### config.mk
export PLATFORM = sky130hd
export DESIGN_NAME = sound_voice_allocator_core
export DESIGN_NICKNAME = d
export VERILOG_FILES = /design/src/sva_pkg.sv /design/src/sva_ctrl.sv /design/src/sva_datapath.sv /design/src/sound_voice_allocator_core.sv
export SDC_FILE = /design/constraint.sdc
export NUM_CORES = 1
export LEC_CHECK = 0
export BUFFER_PORTS_ARGS = -buffer_cell sky130_fd_sc_hd__buf_2
export CAP_MARGIN = 20
export CORE_ASPECT_RATIO = 1.25
export CORE_MARGIN = 4
export CORE_UTILIZATION = 40
export CTS_CLUSTER_DIAMETER = 200
export DETAILED_ROUTE_END_ITERATION = 10
export GPL_TIMING_DRIVEN = 0
export PLACE_DENSITY = 0.56
export SYNTH_ARGS = -nofsm -noshare
export SYNTH_HDL_FRONTEND = slang
export SYNTH_SLANG_ARGS = --single-unit
### constraint.sdc
create_clock -name clk -period 5 [get_ports clk]
set_input_delay 0.5 -clock clk [delete_from_list [all_inputs] [get_ports clk]]
set_output_delay 0.5 -clock clk [all_outputs]
set_load 0.005 [all_outputs]
### src/sva_pkg.sv
package sva_pkg;

    // Sizes of the clip space and of the voice bank.
    localparam int CLIP_COUNT    = 16;
    localparam int CLIP_W        = 4;
    localparam int CLIP_IDX_W    = (CLIP_COUNT > 1) ? $clog2(CLIP_COUNT) : 1;
    localparam int NUM_VOICES    = 3;
    localparam int VOICE_IDX_W   = 2;
    localparam int STAMP_W       = 32;
    localparam int COUNT_W       = 10;
    localparam int COUNT_MODULUS = 1000;

    // Operation codes of an input transaction.
    localparam logic [1:0] OP_PLAY     = 2'd0;
    localparam logic [1:0] OP_IRQ      = 2'd1;
    localparam logic [1:0] OP_STOP_ALL = 2'd2;

    typedef struct packed {
        logic [1:0]  operation;
        logic [15:0] play_mask;
        logic [1:0]  irq_voice;
    } sva_in_t;

    typedef struct packed {
        logic         started;
        logic [1:0]   voice;
        logic [3:0]   clip_number;
        logic         stopped;
        logic         last;
        logic [9:0]   begun_count;
        logic [9:0]   retired_count;
        logic [2:0]   active_mask;
    } sva_out_t;

    typedef enum logic [2:0] {
        ST_IDLE,
        ST_DISPATCH,
        ST_PLAY,
        ST_IRQ,
        ST_STOP_ALL,
        ST_EMPTY
    } state_t;

    typedef enum logic [2:0] {
        STEP_NONE,
        STEP_PLAY,
        STEP_IRQ,
        STEP_HALT,
        STEP_EMPTY
    } step_kind_t;

    // Commands from the controller to the datapath.
    typedef struct packed {
        logic                   load;
        step_kind_t             kind;
        logic                   last;
        logic [CLIP_IDX_W-1:0]  clip_idx;
        logic [VOICE_IDX_W-1:0] voice_idx;
    } sva_cmd_t;

    // Status from the datapath to the controller.
    typedef struct packed {
        logic [1:0] op;
        logic       irq_zero;
        logic       pending_zero;
        logic       hit;
        logic       rest_zero;
        logic       out_free;
    } sva_status_t;

    // Increment a count that wraps at the modulus.
    function automatic logic [COUNT_W-1:0] count_inc(input logic [COUNT_W-1:0] value);
        logic [COUNT_W-1:0] result;
        if (value == COUNT_W'(COUNT_MODULUS - 1))
        begin
            result = '0;
        end
        else
        begin
            result = value + COUNT_W'(1);
        end
        return result;
    endfunction

endpackage

### src/sva_ctrl.sv
module sva_ctrl
    import sva_pkg::*;
(
    input  logic        clk,
    input  logic        rst_n,
    input  logic        in_valid,
    output logic        in_ready,
    input  sva_status_t status,
    output sva_cmd_t    cmd
);

    state_t                 state_reg, state_next;
    logic [CLIP_IDX_W-1:0]  clip_idx_reg, clip_idx_next;
    logic [VOICE_IDX_W-1:0] voice_idx_reg, voice_idx_next;

    // State and sequencing counters.
    always_ff @(posedge clk or negedge rst_n)
    begin
        if (!rst_n)
        begin
            state_reg     <= ST_IDLE;
            clip_idx_reg  <= '0;
            voice_idx_reg <= '0;
        end
        else
        begin
            state_reg     <= state_next;
            clip_idx_reg  <= clip_idx_next;
            voice_idx_reg <= voice_idx_next;
        end
    end

    // Next state: play scans clips one per cycle unless a hit waits on the output register, stop-all walks the voices.
    always_comb
    begin
        state_next     = state_reg;
        clip_idx_next  = clip_idx_reg;
        voice_idx_next = voice_idx_reg;
        case (state_reg)
            ST_IDLE:
            begin
                clip_idx_next  = '0;
                voice_idx_next = '0;
                if (in_valid)
                begin
                    state_next = ST_DISPATCH;
                end
            end
            ST_DISPATCH:
            begin
                case (status.op)
                    OP_PLAY:     state_next = status.pending_zero ? ST_EMPTY : ST_PLAY;
                    OP_IRQ:      state_next = status.irq_zero ? ST_EMPTY : ST_IRQ;
                    OP_STOP_ALL: state_next = ST_STOP_ALL;
                    default:     state_next = ST_EMPTY;
                endcase
            end
            ST_PLAY:
            begin
                if (!status.hit)
                begin
                    clip_idx_next = clip_idx_reg + CLIP_IDX_W'(1);
                end
                else if (status.out_free)
                begin
                    if (status.rest_zero)
                    begin
                        state_next = ST_IDLE;
                    end
                    else
                    begin
                        clip_idx_next = clip_idx_reg + CLIP_IDX_W'(1);
                    end
                end
            end
            ST_STOP_ALL:
            begin
                if (status.out_free)
                begin
                    if (voice_idx_reg == VOICE_IDX_W'(NUM_VOICES - 1))
                    begin
                        state_next = ST_IDLE;
                    end
                    else
                    begin
                        voice_idx_next = voice_idx_reg + VOICE_IDX_W'(1);
                    end
                end
            end
            ST_IRQ, ST_EMPTY:
            begin
                if (status.out_free)
                begin
                    state_next = ST_IDLE;
                end
            end
            default:
            begin
                state_next = ST_IDLE;
            end
        endcase
    end

    // Outputs: a step is issued only when the output register can take it.
    always_comb
    begin
        in_ready      = (state_reg == ST_IDLE);
        cmd.load      = in_valid && (state_reg == ST_IDLE);
        cmd.kind      = STEP_NONE;
        cmd.last      = 1'b0;
        cmd.clip_idx  = clip_idx_reg;
        cmd.voice_idx = voice_idx_reg;
        case (state_reg)
            ST_PLAY:
            begin
                if (status.hit && status.out_free)
                begin
                    cmd.kind = STEP_PLAY;
                    cmd.last = status.rest_zero;
                end
            end
            ST_STOP_ALL:
            begin
                if (status.out_free)
                begin
                    cmd.kind = STEP_HALT;
                    cmd.last = (voice_idx_reg == VOICE_IDX_W'(NUM_VOICES - 1));
                end
            end
            ST_IRQ:
            begin
                if (status.out_free)
                begin
                    cmd.kind = STEP_IRQ;
                    cmd.last = 1'b1;
                end
            end
            ST_EMPTY:
            begin
                if (status.out_free)
                begin
                    cmd.kind = STEP_EMPTY;
                    cmd.last = 1'b1;
                end
            end
            default:
            begin
                cmd.kind = STEP_NONE;
            end
        endcase
    end

endmodule

### src/sva_datapath.sv
module sva_datapath
    import sva_pkg::*;
(
    input  logic        clk,
    input  logic        rst_n,
    input  sva_in_t     in_data,
    input  logic        cfg_we,
    input  logic [15:0] cfg_data,
    input  sva_cmd_t    cmd,
    output sva_status_t status,
    output logic        out_valid,
    input  logic        out_ready,
    output sva_out_t    out_data
);

    // Configuration and the captured transaction.
    logic [15:0]           present_reg;
    logic [1:0]            op_reg;
    logic [1:0]            irq_reg;
    logic [CLIP_COUNT-1:0] pending_reg;

    // Voice bank and counters.
    logic [NUM_VOICES-1:0] busy_reg, busy_next;
    logic [NUM_VOICES-1:0] first_reg, first_next;
    logic [CLIP_W-1:0]     clip_reg [NUM_VOICES];
    logic [CLIP_W-1:0]     clip_next [NUM_VOICES];
    logic [STAMP_W-1:0]    stamp_reg [NUM_VOICES];
    logic [STAMP_W-1:0]    stamp_next [NUM_VOICES];
    logic [STAMP_W-1:0]    counter_reg, counter_next;
    logic [COUNT_W-1:0]    begun_reg, begun_next;
    logic [COUNT_W-1:0]    retired_reg, retired_next;

    // Output register.
    logic                  out_valid_reg, out_valid_next;
    sva_out_t              out_data_reg;
    sva_out_t              result;

    logic [CLIP_W-1:0]      cur_clip;
    logic [CLIP_COUNT-1:0]  cur_bit;
    logic                   match_found, free_found;
    logic [VOICE_IDX_W-1:0] match_idx, free_idx, old_idx, pick_idx, act_idx;
    logic                   was_busy;

    assign cur_clip = CLIP_W'(cmd.clip_idx);
    assign cur_bit  = CLIP_COUNT'(1) << cmd.clip_idx;

    // Status toward the controller.
    always_comb
    begin
        status.op           = op_reg;
        status.irq_zero     = (irq_reg == 2'd0);
        status.pending_zero = (pending_reg == '0);
        status.hit          = pending_reg[cmd.clip_idx];
        status.rest_zero    = ((pending_reg & ~cur_bit) == '0);
        status.out_free     = !out_valid_reg || out_ready;
    end

    // Voice choice: same clip, else lowest free, else oldest stamp.
    always_comb
    begin
        match_found = 1'b0;
        match_idx   = '0;
        free_found  = 1'b0;
        free_idx    = '0;
        old_idx     = '0;
        for (int i = NUM_VOICES - 1; i >= 0; i--)
        begin
            if (busy_reg[i] && (clip_reg[i] == cur_clip))
            begin
                match_found = 1'b1;
                match_idx   = VOICE_IDX_W'(i);
            end
            if (!busy_reg[i])
            begin
                free_found = 1'b1;
                free_idx   = VOICE_IDX_W'(i);
            end
        end
        for (int i = 1; i < NUM_VOICES; i++)
        begin
            if (stamp_reg[i] < stamp_reg[old_idx])
            begin
                old_idx = VOICE_IDX_W'(i);
            end
        end
        if (match_found)
        begin
            pick_idx = match_idx;
        end
        else if (free_found)
        begin
            pick_idx = free_idx;
        end
        else
        begin
            pick_idx = old_idx;
        end
    end

    // Step action on the voice bank and the result it reports.
    always_comb
    begin
        busy_next    = busy_reg;
        first_next   = first_reg;
        clip_next    = clip_reg;
        stamp_next   = stamp_reg;
        counter_next = counter_reg;
        begun_next   = begun_reg;
        retired_next = retired_reg;
        act_idx      = '0;
        was_busy     = 1'b0;
        result       = '0;
        case (cmd.kind)
            STEP_PLAY:
            begin
                act_idx               = pick_idx;
                was_busy              = busy_reg[act_idx];
                counter_next          = counter_reg + STAMP_W'(1);
                begun_next            = count_inc(begun_reg);
                stamp_next[act_idx]   = counter_next;
                clip_next[act_idx]    = cur_clip;
                first_next[act_idx]   = 1'b1;
                busy_next[act_idx]    = 1'b1;
                result.started        = 1'b1;
                result.voice          = act_idx + 2'd1;
                result.clip_number    = cur_clip;
                result.stopped        = was_busy;
            end
            STEP_IRQ:
            begin
                act_idx      = irq_reg - 2'd1;
                result.voice = irq_reg;
                if (first_reg[act_idx])
                begin
                    first_next[act_idx] = 1'b0;
                end
                else
                begin
                    was_busy           = busy_reg[act_idx];
                    busy_next[act_idx] = 1'b0;
                    result.stopped     = was_busy;
                end
            end
            STEP_HALT:
            begin
                act_idx            = cmd.voice_idx;
                was_busy           = busy_reg[act_idx];
                busy_next[act_idx] = 1'b0;
                result.voice       = act_idx + 2'd1;
                result.stopped     = was_busy;
            end
            default:
            begin
                result = '0;
            end
        endcase
        if (was_busy)
        begin
            retired_next = count_inc(retired_reg);
        end
        result.last          = cmd.last;
        result.begun_count   = begun_next;
        result.retired_count = retired_next;
        result.active_mask   = busy_next;
    end

    // The output register fills on a step and drains on an output transaction.
    always_comb
    begin
        out_valid_next = out_valid_reg;
        if (cmd.kind != STEP_NONE)
        begin
            out_valid_next = 1'b1;
        end
        else if (out_ready)
        begin
            out_valid_next = 1'b0;
        end
    end

    // Control state and voice bank.
    always_ff @(posedge clk or negedge rst_n)
    begin
        if (!rst_n)
        begin
            present_reg   <= 16'hFFFF;
            busy_reg      <= '0;
            first_reg     <= '0;
            counter_reg   <= '0;
            begun_reg     <= '0;
            retired_reg   <= '0;
            out_valid_reg <= 1'b0;
            for (int i = 0; i < NUM_VOICES; i++)
            begin
                clip_reg[i]  <= '0;
                stamp_reg[i] <= '0;
            end
        end
        else
        begin
            if (cfg_we)
            begin
                present_reg <= cfg_data;
            end
            busy_reg      <= busy_next;
            first_reg     <= first_next;
            clip_reg      <= clip_next;
            stamp_reg     <= stamp_next;
            counter_reg   <= counter_next;
            begun_reg     <= begun_next;
            retired_reg   <= retired_next;
            out_valid_reg <= out_valid_next;
        end
    end

    // Captured transaction fields and output payload.
    always_ff @(posedge clk)
    begin
        if (cmd.load)
        begin
            op_reg      <= in_data.operation;
            irq_reg     <= in_data.irq_voice;
            pending_reg <= in_data.play_mask[CLIP_COUNT-1:0] & present_reg[CLIP_COUNT-1:0];
        end
        else if (cmd.kind == STEP_PLAY)
        begin
            pending_reg <= pending_reg & ~cur_bit;
        end
        if (cmd.kind != STEP_NONE)
        begin
            out_data_reg <= result;
        end
    end

    assign out_valid = out_valid_reg;
    assign out_data  = out_data_reg;

endmodule

### src/sound_voice_allocator_core.sv
// Channel   Signals                        Direction  Content
// input     in_valid, in_ready, in_data    in         operation, play mask, irq voice
// output    out_valid, out_ready, out_data out        one result per started clip or action
// config    cfg_we, cfg_data               in         clip present mask
//
// One input transaction at a time: the sequencer accepts it, dispatches it, then
// scans the clip slots up to the last requested clip (at most 16 for a play
// request), walks the three voices for stop-all, or gives one result for an
// interrupt or an empty result. Reset clears all voices and counts and sets
// every clip present. A stalled output holds the sequencer.
module sound_voice_allocator_core
    import sva_pkg::*;
(
    input  logic        clk,
    input  logic        rst_n,
    input  logic        in_valid,
    output logic        in_ready,
    input  sva_in_t     in_data,
    output logic        out_valid,
    input  logic        out_ready,
    output sva_out_t    out_data,
    input  logic        cfg_we,
    input  logic [15:0] cfg_data
);

    sva_cmd_t    cmd;
    sva_status_t status;

    // Sequencer.
    sva_ctrl u_ctrl (
        .clk      (clk),
        .rst_n    (rst_n),
        .in_valid (in_valid),
        .in_ready (in_ready),
        .status   (status),
        .cmd      (cmd)
    );

    // Voice bank, counters and output register.
    sva_datapath u_datapath (
        .clk       (clk),
        .rst_n     (rst_n),
        .in_data   (in_data),
        .cfg_we    (cfg_we),
        .cfg_data  (cfg_data),
        .cmd       (cmd),
        .status    (status),
        .out_valid (out_valid),
        .out_ready (out_ready),
        .out_data  (out_data)
    );

endmodule

==> results of run 1 <==
cell families after synthesis:
group / after synthesis / synth area share
simple gates: 436 / 0.157
flops: 244 / 0.505
compound gates: 233 / 0.107
buf+inv: 107 / 0.0344
xor+xnor: 82 / 0.0568
fa+ha+maj: 81 / 0.0801
mux: 66 / 0.0595
power breakdown:
part | total, mW | leakage [nW] | internal (mW) | switching, mW
Sequential | 2.61 | 3.06 | 2.40 | 0.209
Combinational | 2.51 | 3.39 | 1.27 | 1.25
Clock | 1.89 | 0.411 | 1.09 | 0.801
per-layer routing:
metal	up-vias	GRT usage
met4	0	0.0447
li1	4672	-
met3	41	0.0208
met5	-	0
met1	4671	0.224
met2	173	0.343
area by class of cell:
cell class,count,share of cell area
Timing Repair Buffer,123,0.0619
Tap cell,407,0.0325
Buffer,50,0.0236
Multi-Input combinational cell,898,0.409
Sequential cell,244,0.407
Clock buffer,28,0.0412
Clock inverter,18,0.0112
Inverter,57,0.0136
per-stage QoR:
stage | util | setup slack, ns | instance area, sq um | setup TNS, ns | hold slack, ns
6_report | 0.505 | 0.0936 | 15700 | 0 | 0.135
5_1_grt | 0.505 | -0.175 | 15700 | -4.71 | 0.122
4_1_cts | 0.480 | -0.0302 | 14900 | -0.120 | 0.113
3_5_place_dp | 0.437 | -1.44 | 13600 | -167.17 | 0.473
3_3_place_gp | 0.435 | -1.41 | 13500 | -164.27 | 0.469
2_1_floorplan | - | 0.155 | 12700 | 0 | 0.204
worst paths after layout:
kind	startpoint	to	slack, ns	cells after the start
setup reg to reg	u_datapath.stamp_reg[34]$_DFFE_PN0P_	u_datapath.out_data[30]$_SDFFCE_PP0P_	0.09	19
hold / removal	in_data[1]	u_datapath.irq_reg[1]$_DFFE_PP_	0.13	1
hold reg to reg	u_datapath.stamp_reg[0]$_DFFE_PN0P_	u_datapath.stamp_reg[0]$_DFFE_PN0P_	0.48	2
min in group asynchronous	rst_n	u_datapath.retired_reg[8]$_DFF_PN0_	0.52	2
setup / recovery	u_datapath.stamp_reg[34]$_DFFE_PN0P_	u_datapath.out_data[30]$_SDFFCE_PP0P_	0.09	19
max in group asynchronous	rst_n	u_datapath.stamp_reg[95]$_DFFE_PN0P_	3.43	3
cells in the final DEF, fill, tap and decap left out, types with 9 or more instances in the layout:
cell and count:
and3_1 12, dfstp_2 16, xnor2_1 44, nor3_1 12, clkinv_2 9, a21oi_1 23
dfrtp_1 175, ha_1 68, nor2_1 70, buf_2 79, nand2_2 10, mux2_2 19
xor2_1 38, clkbuf_16 29, buf_4 41, a21oi_2 16, nand4_1 10, ha_4 11
nand2_1 193, o21ai_1 38, inv_1 50, o21ai_0 91, clkbuf_1 19, mux2i_1 32
nand3_1 68, edfxtp_1 52
timing repair:
| action | CTS | global route |
|---|---|---|
| gates resized for setup | 83 | 158 |
| endpoints found under the hold margin | 56 | 0 |
| pin swaps | 27 | 53 |
| cloned | 2 | 4 |
| buffers inserted | 15 | 26 |
| hold buffers | 1 | 0 |
| endpoints found under the setup margin | 140 | 139 |
==> run metrics, run 1 <==
status finished, final reports clean; total chip power 7.01 mW; Synth Flop Type dfrtp_1; initial antenna violation count 0; worst path arrival time 5.19 ns; Iter 0 DRT Violations ~440; Tot GR Track Use 0.182; CTS tree yes; FILL cells between 2000 and 3000; Die ar. roughly 35000 sq um; Clock Skew between 0.01 and 0.015 ns; max-cap violations 0; clock sinks 244; routed vias/inst around 5.2; DIE WIDTH about 170 microns; slew at the pin closest to its max-slew limit 0.764 ns; clk buf depth 3; area delta synth->final 23.9%; CTS Buf Count 25; CP max stage delay 0.55 ns; wire length per cell around 17 microns; Largest register FFs 96; Max FO, Critical Path 5; ant diodes 0; RSZ-0062 raised after global routing true; Synth top area share 0.348; leakage power about 7 nW; Bufs and invs on worst path 3; multi-input logic area roughly 6400 sq um; setup violators final 0; number of synthesized flops with an enable pin 52; Final Routed Wirelength approximately 32 mm; synthesized instance count 1249; Post-synth top cells nand2_1 (210), dfrtp_1 (176), o21ai_0 (136); crit path cell chain ha_1 -> or3_4 -> a31oi_4 -> o21ai_4 -> a31oi_4 -> buf_12 -> buf_12 -> mux2i_1 -> ha_1 -> nand4_1 -> or4_4 -> a211oi_4 -> o21a_1 -> o21ai_2 -> a31oi_1 -> or3_4 -> ha_4 -> a222oi_1 -> inv_1; Port Buf Inserts 73; CP delay by family, top compound AO/OA/AOI/OAI gates; Worst Setup End Kind flop; Avg Cell Area, Syn 10.1 sq um; register area 6390 sq um; gpl congestion 0.880; final std cells w/o fill approximately 1800; IO Pins 75; ys async rst share 0.787; Starting Density 0.407; Yosys reg bits 244; Synth cell types 73; syn nets 1371; sequential area share after synthesis 0.505; cell with the most instances after synthesis nand2_1; CP max stage cell or4_4; Clock Tree Root clkbuf_16; final hold viol count 0; largest net degree at the start of global routing between 100 and 150; Worst VDD drop 0.000339 V; total vias in the final route 9557; share of layout cells above drive strength 1 0.248; CORE AREA 31100 sq um; Die Y 207 microns; metal3 WL between 1 and 1.5 mm; clock transition at the registers of the reported paths 0.06 ns; Final Max Slew Viols 0; Max-slew headroom 0.491; yosys warns 0; Power Density approximately 450 nW/um^2; DRT antenna net count 0; Pre-Repair DR Iteration Count 5; H-tree levels 1; row count 72; Final #Nets 1521; Crit Path Class reg2reg; Fmax achieved between 0.2 and 0.25 GHz; Worst Path Required 5.28 ns; vias in the first global route 9828; # DRC 0; Top Metal Used met4; worst hold path class in2reg; Synth area leader dfrtp_1; Startpoint Class flop; Metal-1 WL 13.2 mm; Tcrit/Tclk final 0.981; placed insts 1731; DP Wirelength between 20 and 25 mm; met2 WL 17.0 mm; Netlist Area Pre-Place 12700 sq um; Tmin final 4.91 ns; first-pass GRT wire length 51.8 mm; total grt overflow 0; worst skew pair latency roughly 0.54 ns; synth top area cells dfrtp_1 (35%), edfxtp_1 (12%), ha_1 (8.0%)
(Power assumes the default switching activity.)
==> inputs of run 2 (changes only) <==
--- a/config.mk
+++ b/config.mk
@@ -5,6 +5,7 @@
 export SDC_FILE = /design/constraint.sdc
 export NUM_CORES = 1
 export LEC_CHECK = 0
+export ABC_AREA = 1
 export BUFFER_PORTS_ARGS = -buffer_cell sky130_fd_sc_hd__buf_2
 export CAP_MARGIN = 20
 export CORE_ASPECT_RATIO = 1.25
==> run metrics, run 2 <==
status finished, final reports clean; Startpoint Class flop; Starting Density 0.405; H-tree levels 1; commonest non-fill, non-tap cell in the layout nand2_1; Port Buf Inserts 73; clock transition at the registers of the reported paths approximately 0.060 ns; Avg Cell Area, Syn 8.97 sq um; Max FO, Critical Path 10; RSZ-0062 raised after global routing false; Psw 3.52 mW; Power Density 592 nW/um^2; area delta synth->final 18.3%; final hold viol count 0; # DRC 0; vias in the first global route just over 10000; switching part of the total power 0.391; wire length per cell roughly 16 microns; worst skew pair latency 0.55 ns; Die Y 209 microns; Crit Path Class reg2reg; largest net degree at the start of global routing about 110; ant diodes 0; Seq pwr share 0.352; CORE AREA roughly 32000 sq um; clk buf depth 3; total grt overflow 0; slew at the pin closest to its max-slew limit 0.895 ns; Fmax achieved 0.210 GHz; routed vias/inst 5.07; Synth Flop Type dfrtp_1; row count 73; Yosys reg bits 244; Pint 5.49 mW; Die ar. roughly 35000 sq um; gpl congestion 0.849; Final Max Slew Viols 0; initial antenna violation count 0; Post-synth top cells nand2_1 (372), dfrtp_1 (176), o21ai_0 (157); worst path arrival time approximately 5.2 ns; setup TNS 0 ns; commonest cells after routing, fill and taps aside nand2_1 (365), dfrtp_1 (176), o21ai_0 (153); Worst Path Required around 5.4 ns; synthesized instance count 1435; DRT antenna net count 0; Worst Setup End Kind flop; max-cap violations 0; leakage power 7.14 nW; Final #Nets around 1700; Netlist Area Pre-Place 12900 sq um; share of layout cells above drive strength 1 0.185; Tmin final 4.77 ns; worst hold path class in2reg; Synth top area share 0.342; Synth area leader dfrtp_1; Worst VDD drop 0.000396 V; Tcrit/Tclk final 0.954; ys async rst share 0.787; total chip power 9.01 mW; Tot GR Track Use 0.182; synth top area cells dfrtp_1 (34%), edfxtp_1 (12%), nand2_1 (11%); combinational share of power 0.406; CTS tree yes; Pre-Repair DR Iteration Count 4; cell with the most instances after synthesis nand2_1; Max-slew headroom 0.398; first-pass GRT wire length approximately 52 mm; total vias in the final route 10100; DP Worst Slack -1.14 ns; CTS Buf Count 28; yosys warns 0; Synth cell types 52; Clk pwr share 0.242; number of synthesized flops with an enable pin 52; DP Wirelength 22.6 mm; clock sinks 244; syn nets between 1500 and 2000; sequential area share after synthesis 0.496; IO Pins 75; post-route setup slack about 0.23 ns; DIE WIDTH 168 microns; Clock Tree Root clkbuf_16; setup violators final 0; Largest register FFs 96; Final Routed Wirelength about 32 mm; Iter 0 DRT Violations 458; Clock Skew 0.00887 ns
[run 2: cell count changes after synthesis, moves of 13 or more]
cell and change:
nand2_1 +162, inv_1 +89, xnor2_1 -42, mux2i_1 -36
o21ai_0 +21, a21oi_1 +19, mux2_2 +17, nor2_1 -17
nand3_1 -15, nor3_1 +13
[run 2: cell families after synthesis]
logic type / synth area share
buffers and inverters: 0.0608
AO/OA/AOI/OAI: 0.112
adder cells (fa/ha/maj): 0.0788
multiplexers: 0.0349
AND/OR/NAND/NOR: 0.194
XOR/XNOR: 0.0237
flip-flops: 0.496
[run 2: worst max-delay path, cell delays in order, from the launching register on]
cell and delay (ns):
dfrtp_1 0.43, ha_4 0.26, a21oi_2 0.13, nor2_1 0.06, nor3_2 0.27, a21oi_4 0.11, nor2_4 0.14, nand2_4 0.12
buf_8 0.16, buf_2 0.17, nand2_1 0.07, o21ai_0 0.08, ha_1 0.31, nand4_1 0.15, or3_4 0.41, nor4_4 0.24
nand2_2 0.14, nand2_1 0.07, nand2_1 0.04, nand2_1 0.07, nand2_2 0.07, nand2_2 0.09, ha_2 0.20, inv_2 0.07
nor2_4 0.13, buf_6 0.16, buf_6 0.17, mux2_2 0.34
[run 2: layout make-up]
| type | count | area (sq um) |
|---|---|---|
| Buffer | 52 | 328 |
| Sequential cell | 244 | 6390 |
| Multi-Input combinational cell | 986 | 5880 |
| Timing Repair Buffer | 89 | 536 |
| Tap cell | 412 | 515 |
| Clock inverter | 23 | 264 |
| Fill cell | 3070 | 16600 |
| Clock buffer | 29 | 726 |
| Inverter | 153 | 579 |
[run 2: timing repair]
action / in CTS / in global routing
resized for setup: 47 / 72
endpoints found under the hold margin: 65 / 0
pin swaps: 3 / 5
setup buffers: 3 / 10
endpoints found under the setup margin: 139 / 126
hold buffers: 1 / 0
[run 2: metal layers]
layer	GRT usage	share of wire
met5	0	0
met4	0.0638	0.033
met3	0.0211	0.030
met2	0.319	0.50
met1	0.230	0.43
[run 2: final timing paths]
kind	start	to	slack, ns	cells past startpoint
worst max-delay path	u_datapath.stamp_reg[53]$_DFFE_PN0P_	u_datapath.stamp_reg[56]$_DFFE_PN0P_	0.23	27
max in group asynchronous	rst_n	u_datapath.retired_reg[4]$_DFF_PN0_	3.44	3
worst min register to register	u_datapath.stamp_reg[14]$_DFFE_PN0P_	u_datapath.stamp_reg[14]$_DFFE_PN0P_	0.49	2
worst min-delay path	in_data[1]	u_datapath.irq_reg[1]$_DFFE_PP_	0.13	1
min in group asynchronous	rst_n	u_datapath.stamp_reg[54]$_DFFE_PN0P_	0.58	2
worst max register to register	u_datapath.stamp_reg[53]$_DFFE_PN0P_	u_datapath.stamp_reg[56]$_DFFE_PN0P_	0.23	27
[run 2: metrics by stage]
step	util	hold slack, ns	cell area, sq um	instances
after floorplan	-	0.204	12900	1435
after global placement	0.433	0.470	13700	1920
after detailed placement	0.435	0.474	13800	1922
after CTS	0.471	0.0965	15000	1978
after global routing	0.479	0.109	15200	1988
final	0.479	0.132	15200	1988
[run 2: power by group through the flow]
| stage | logic [mW] | registers (mW) | clock network, mW |
|---|---|---|---|
| floorplan | 2.29 | 3.12 | 0 |
| detailed placement | 3.31 | 3.19 | 0 |
| CTS | 3.48 | 3.17 | 2.24 |
| finish | 3.66 | 3.17 | 2.18 |
| global placement | 3.22 | 3.20 | 0 |
| global route | 4.19 | 3.25 | 2.32 |
